===== src/rtl/swaabb_pkg.sv =====
`default_nettype none
package swaabb_pkg;

   localparam int COORD_WIDTH    = 24;
   localparam int TIME_FRAC_BITS = 16;

   // derived widths
   localparam int SIZE_WIDTH = COORD_WIDTH - 1;
   localparam int DIST_WIDTH = COORD_WIDTH + 2;      // signed entry/exit distance
   localparam int VEL_WIDTH  = COORD_WIDTH + 1;      // signed relative velocity
   localparam int MAG_WIDTH  = COORD_WIDTH + 1;      // divider operand magnitude
   localparam int REM_WIDTH  = COORD_WIDTH + 2;      // divider partial remainder
   localparam int QUO_WIDTH  = TIME_FRAC_BITS + 1;   // quotient bits kept
   localparam int TIME_WIDTH = TIME_FRAC_BITS + 2;   // clamped signed time
   localparam int ETIME_WIDTH = TIME_FRAC_BITS + 1;  // output entry time

   // divider pipeline
   localparam int DIV_STEPS  = 3;
   localparam int DIV_STAGES = (QUO_WIDTH + DIV_STEPS - 1) / DIV_STEPS;

   // clamped time range: -1 stands for any negative, TIME_HI for anything past one
   localparam logic signed [TIME_WIDTH-1:0] TIME_ONE = TIME_WIDTH'(1) << TIME_FRAC_BITS;
   localparam logic signed [TIME_WIDTH-1:0] TIME_HI  = TIME_ONE + TIME_WIDTH'(1);
   localparam logic signed [TIME_WIDTH-1:0] TIME_LO  = '1;

   typedef enum logic [1:0] {
      SIDE_UP    = 2'd0,
      SIDE_RIGHT = 2'd1,
      SIDE_DOWN  = 2'd2,
      SIDE_LEFT  = 2'd3
   } side_type;

   typedef struct packed {
      logic signed [COORD_WIDTH-1:0] first_x;
      logic signed [COORD_WIDTH-1:0] first_y;
      logic        [SIZE_WIDTH-1:0]  first_w;
      logic        [SIZE_WIDTH-1:0]  first_h;
      logic signed [COORD_WIDTH-1:0] first_vx;
      logic signed [COORD_WIDTH-1:0] first_vy;
      logic signed [COORD_WIDTH-1:0] second_x;
      logic signed [COORD_WIDTH-1:0] second_y;
      logic        [SIZE_WIDTH-1:0]  second_w;
      logic        [SIZE_WIDTH-1:0]  second_h;
      logic signed [COORD_WIDTH-1:0] second_vx;
      logic signed [COORD_WIDTH-1:0] second_vy;
   } req_type;

   typedef struct packed {
      logic                   hit;
      logic [ETIME_WIDTH-1:0] entry_time;
      logic [1:0]             hit_side;
   } rsp_type;

   // per-axis flags that ride alongside the dividers
   typedef struct packed {
      logic v_zero;
      logic de_pos;
      logic dx_pos;
      logic ent_neg;
      logic ex_neg;
   } axis_meta_type;

   typedef struct packed {
      logic          valid;
      axis_meta_type ax;
      axis_meta_type ay;
   } meta_type;

   // floor quotient clamped to [-1, TIME_HI]
   function automatic logic signed [TIME_WIDTH-1:0] clamp_time(
      input logic                 neg,
      input logic                 ovf,
      input logic [QUO_WIDTH-1:0] q,
      input logic                 rem_nz
   );
      logic signed [TIME_WIDTH-1:0] res;
      if (neg) begin
         res = (ovf || (q != '0) || rem_nz) ? TIME_LO : '0;
      end else if (ovf || (TIME_WIDTH'(q) > TIME_HI)) begin
         res = TIME_HI;
      end else begin
         res = signed'(TIME_WIDTH'(q));
      end
      return res;
   endfunction

endpackage
`default_nettype wire


===== src/rtl/swaabb_div.sv =====
`default_nettype none
module swaabb_div (
   input  wire logic                            clock,
   input  wire logic                            en,
   input  wire logic [swaabb_pkg::MAG_WIDTH-1:0] num,
   input  wire logic [swaabb_pkg::MAG_WIDTH-1:0] den,
   output logic      [swaabb_pkg::QUO_WIDTH-1:0] quo,
   output logic                                  rem_nz,
   output logic                                  ovf
);
   import swaabb_pkg::*;

   // restoring long division, DIV_STEPS quotient bits per stage
   logic [REM_WIDTH-1:0] rem_ff [DIV_STAGES];
   logic [MAG_WIDTH-1:0] den_ff [DIV_STAGES];
   logic [QUO_WIDTH-1:0] quo_ff [DIV_STAGES];
   logic                 ovf_ff [DIV_STAGES];

   logic [REM_WIDTH-1:0] rem_in [DIV_STAGES];
   logic [QUO_WIDTH-1:0] quo_in [DIV_STAGES];

   // what each stage starts from
   logic [REM_WIDTH-1:0] rem_src [DIV_STAGES];
   logic [QUO_WIDTH-1:0] quo_src [DIV_STAGES];
   logic [MAG_WIDTH-1:0] den_src [DIV_STAGES];
   logic                 ovf_src [DIV_STAGES];

   genvar s;
   generate
      for (s = 0; s < DIV_STAGES; s++) begin : g_stage
         if (s == 0) begin : g_first
            assign rem_src[s] = REM_WIDTH'(num);
            assign quo_src[s] = '0;
            assign den_src[s] = den;
            assign ovf_src[s] = {1'b0, num} >= {den, 1'b0};
         end else begin : g_next
            assign rem_src[s] = rem_ff[s-1];
            assign quo_src[s] = quo_ff[s-1];
            assign den_src[s] = den_ff[s-1];
            assign ovf_src[s] = ovf_ff[s-1];
         end

         always_comb begin
            logic [REM_WIDTH-1:0] r;
            logic [QUO_WIDTH-1:0] q;
            logic [MAG_WIDTH-1:0] d;
            int j;
            r = rem_src[s];
            q = quo_src[s];
            d = den_src[s];
            for (int t = 0; t < DIV_STEPS; t++) begin
               j = s * DIV_STEPS + t;
               if (j < QUO_WIDTH) begin
                  if (j != 0) r = r << 1;
                  if (r >= REM_WIDTH'(d)) begin
                     r = r - REM_WIDTH'(d);
                     q = q | (QUO_WIDTH'(1) << (QUO_WIDTH - 1 - j));
                  end
               end
            end
            rem_in[s] = r;
            quo_in[s] = q;
         end

         always_ff @(posedge clock) begin
            if (en) begin
               rem_ff[s] <= rem_in[s];
               quo_ff[s] <= quo_in[s];
               den_ff[s] <= den_src[s];
               ovf_ff[s] <= ovf_src[s];
            end
         end
      end
   endgenerate

   assign quo    = quo_ff[DIV_STAGES-1];
   assign rem_nz = rem_ff[DIV_STAGES-1] != '0;
   assign ovf    = ovf_ff[DIV_STAGES-1];

endmodule
`default_nettype wire


===== config.mk =====
export PLATFORM = sky130hd
export DESIGN_NAME = swaabb_div
export DESIGN_NICKNAME = d
export VERILOG_FILES = /design/src/rtl/swaabb_pkg.sv /design/src/rtl/swaabb_div.sv
export SDC_FILE = /design/constraint.sdc
export NUM_CORES = 2
export LEC_CHECK = 0
export ABC_AREA = 1
export BUFFER_PORTS_ARGS = -buffer_cell sky130_fd_sc_hd__buf_2
export CORE_MARGIN = 3
export CORE_UTILIZATION = 38
export CTS_CLUSTER_SIZE = 16
export DETAILED_ROUTE_END_ITERATION = 10
export HOLD_SLACK_MARGIN = 0.08
export PLACE_DENSITY_LB_ADDON = 0.05
export SKIP_CTS_REPAIR_TIMING = 1
export SLEW_MARGIN = 20
export SYNTH_ARGS = -nofsm -noshare
export SYNTH_HDL_FRONTEND = slang
export SYNTH_SLANG_ARGS = --single-unit

===== constraint.sdc =====
create_clock -name clock -period 6.6 [get_ports clock]
set_input_delay 0.66 -clock clock [delete_from_list [all_inputs] [get_ports clock]]
set_output_delay 0.66 -clock clock [all_outputs]
set_load 0.05 [all_outputs]

==> implementation parameters <==
Parameter                              Value

Routing
  Detailed-route via count ... 42,800
  Number of DRC markers in iteration 0 ... 3,369
  Routed met2 length ... 68,600 um
  Via count normalized by instance count ... 5.12
  Residual DRC count ... 0
  Total routed wire length on the met1 layer ... 76,800 um
  Wirelength, routed ... 157,000 um
  Uppermost layer routed ... met4
  Routed length on met3 ... 8710 um
  Per-cell routed wire length ... 18.8 um
  1st-pass router iterations ... 7
  Count of nets left with antenna violations after detail routing ... 0

Die
  Number of standard-cell rows in the floorplan ... 120
  Number of top-level pins ... 71
  Standard cell core area ... 0.108 sq mm
  Die Ht ... 337 um
  Initial Utilization ... 38.6%
  Chip width ... 337 um
  DIE AREA ... 0.113 sq mm

Worst hold path
  Startpoint of the tightest hold check path ... den[22]
  Hold/Removal Path Class ... in -> reg

Logic synthesis
  Most frequently used cell type in the post-synthesis netlist ... nand2_1
  Post-synthesis area per instance ... 6.71 sq um
  Number of nets in the synthesized netlist ... 6,698
  Async S/R FF share, synth ... 0%
  Number of enable-type register cells in the synthesized netlist ... 344
  Top cells by instance count after synthesis ... 2,095 x nand2_1, 789 x inv_1, 459 x nor2_1
  Number of synthesis warnings ... 0
  Library cells used by synthesis ... 61
  Dominant cells by area after synthesis ... edfxtp_1 25%, nand2_1 19%, ha_1 13%
  Most used DFF post-synth ... edfxtp_1
  Synth area leader ... edfxtp_1
  Register bit count reported by yosys ... 344
  Share of the synthesized area in the top cell type ... 24.8%
  Share of synthesized area occupied by flip-flops and latches ... 24.8%
  Post-synth design cell area ... 0.0416 sq mm
  Post-synthesis instance total ... 6,200

CTS
  Cell chosen for the clock root ... clkbuf_16
  Cts bufs inserted ... 46
  Post-CTS clock slew at the launch and capture registers of the worst setup and hold paths ... 0.06 ns
  CTS H-Tree Depth ... 2
  CTS Sinks ... 344
  Clock Path Buffers ... 3
  Clk_lat worst skew ... 0.63 ns
  TritonCTS clock tree ... done

STA
  Crit share post-route ... 96.4%
  Final Critical Period ... 6.36 ns
  Fmax ... 0.157 GHz
  Worst hold slack ... 0.235 ns
  Worst slew pin tran ... 1.00 ns
  Final hold vios ... 0
  Max-Slew Margin vs Limit ... 33.3%
  Finish-stage setup viols ... 0
  Count of pins over their slew limit ... 0
  Fin Clk Skew ... 0.0261 ns

Critical path
  Crit-path max FO ... 14
  Slowest stage delay, CP ... 0.38 ns
  Critical-path top delay cell ... edfxtp_1
  Type of destination of the critical path ... flip-flop
  Critical register-to-register path startpoint ... den_ff[1][8]
  CP Launch Type ... flip-flop
  Start-to-end type of the worst setup path ... reg -> reg
  Arr. time, crit path ... 6.70 ns
  Required time of the critical path ... 6.94 ns
  Cell type with the highest occurrence count on the critical path ... nand2_1
  Startpoint of the most critical setup path ... den_ff[1][8]

Cells and area
  Number of diodes added for antenna fixing ... 0
  Area added between synthesis and finish ... 22.5%
  Fillcell total ... 11,400
  Share of cells above drive strength 1 ... 16.9%
  Final Net Count ... 7,420
  Final non-filler cell area ... 0.0509 sq mm
  Final std cells w/o fill ... 8,363

Status
  Result of the run ... finished, final reports clean

Job
  Max-cap violations ... 0

Global routing
  First-pass GRT wire length ... 236,000 um
  Total congestion overflow after global routing ... 0
  Initial antenna violation count ... 1
  Vias in the first global route ... 40,100
  Gr usage total ... 26.8%
  Pin count of the biggest net entering global routing ... 138

Placement
  RePlAce Congestion ... 0.970
  Count of placed standard cells including taps ... 8,219
  Post-DP HPWL ... 131,000 um
  Instance area at placement ... 0.0480 sq mm
  Total of buffers placed on input and output ports ... 70
-- area by class of cell --
type | instances | area, sq um | area share [%]
clock inverter | 31 | 443 | 0.870
clock buffer | 55 | 1180 | 2.33
timing repair buffer | 752 | 5870 | 11.5
sequential | 344 | 10300 | 20.3
inverter | 819 | 3100 | 6.10
tap | 1403 | 1760 | 3.45
multi-input combinational | 4959 | 28200 | 55.5
-- worst paths after layout --
| path | end | slack, ns | cells after the start |
|---|---|---|---|
| worst max-delay path | rem_ff[2][20] | 0.24 | 39 |
| worst min-delay path | den_ff[0][22] | 0.23 | 1 |
| worst max register to register | rem_ff[2][20] | 0.24 | 39 |
| worst min register to register | quo_ff[3][16] | 0.41 | 0 |
-- metrics by stage --
step / utilization [%] / setup WS [ns] / TNS, ns
floorplan: - / 1.01 / 0
global placement: 44.5 / -0.278 / -8.06
global route: 47.2 / -0.0390 / -0.517
CTS: 46.0 / -0.305 / -3.75
finish: 47.2 / 0.241 / 0
detailed placement: 44.5 / -0.287 / -5.94
-- logic make-up after synthesis --
group                      count (synthesis)  share of synthesized area [%]
buffers and inverters                    903                           9.06
DFF                                      344                           24.8
adders and majority gates                446                           13.5
xor gates and xnor gates                 320                           6.74
AOI/OAI and AO/OA                        959                           12.9
and+or+nand+nor                         3228                           32.9
-- registers in the layout, indices dropped and copies added (netlist names) --
name    flops
den_ff    125
ovf_ff      6
quo_ff     62
rem_ff    151
-- critical path, delay by kind of cell (launching register included) --
family | cells | cell delay, ns
AOI/OAI and AO/OA | 6 | 0.90
buffers and inverters | 9 | 1.24
DFF | 1 | 0.38
adders and majority gates | 3 | 0.97
and+or+nand+nor | 21 | 2.56
-- routing by layer --
layer  vias up  track usage [%]
li1      21900                -
met1     19700             39.0
met2      1045             42.7
met3       132             3.16
met4         0             5.36
met5         -                0
-- layout by cell type (no fill, tap or decap), types with 26 or more instances in the layout --
master | netlist | final
nor2_1 | 459 | 451
inv_2 | 22 | 43
buf_2 | 25 | 69
or2_2 | 36 | 36
xnor2_1 | 150 | 150
inv_1 | 789 | 767
o21ai_1 | 65 | 59
edfxtp_1 | 344 | 344
clkbuf_16 | 0 | 51
nand2_2 | 44 | 59
xor2_1 | 170 | 170
nand3_1 | 316 | 311
o21ai_2 | 9 | 26
nand4_1 | 93 | 93
a21oi_1 | 442 | 413
nor3_1 | 66 | 63
nand2_1 | 2095 | 2077
ha_1 | 439 | 410
o21bai_1 | 51 | 50
a21oi_2 | 13 | 41
o21ai_0 | 252 | 241
buf_4 | 20 | 648
a21o_1 | 40 | 40
nor2_2 | 21 | 29
Power is left out: the tool's default activity adds up to more than one toggle a clock period on the data nets, which glitch-free logic cannot reach.
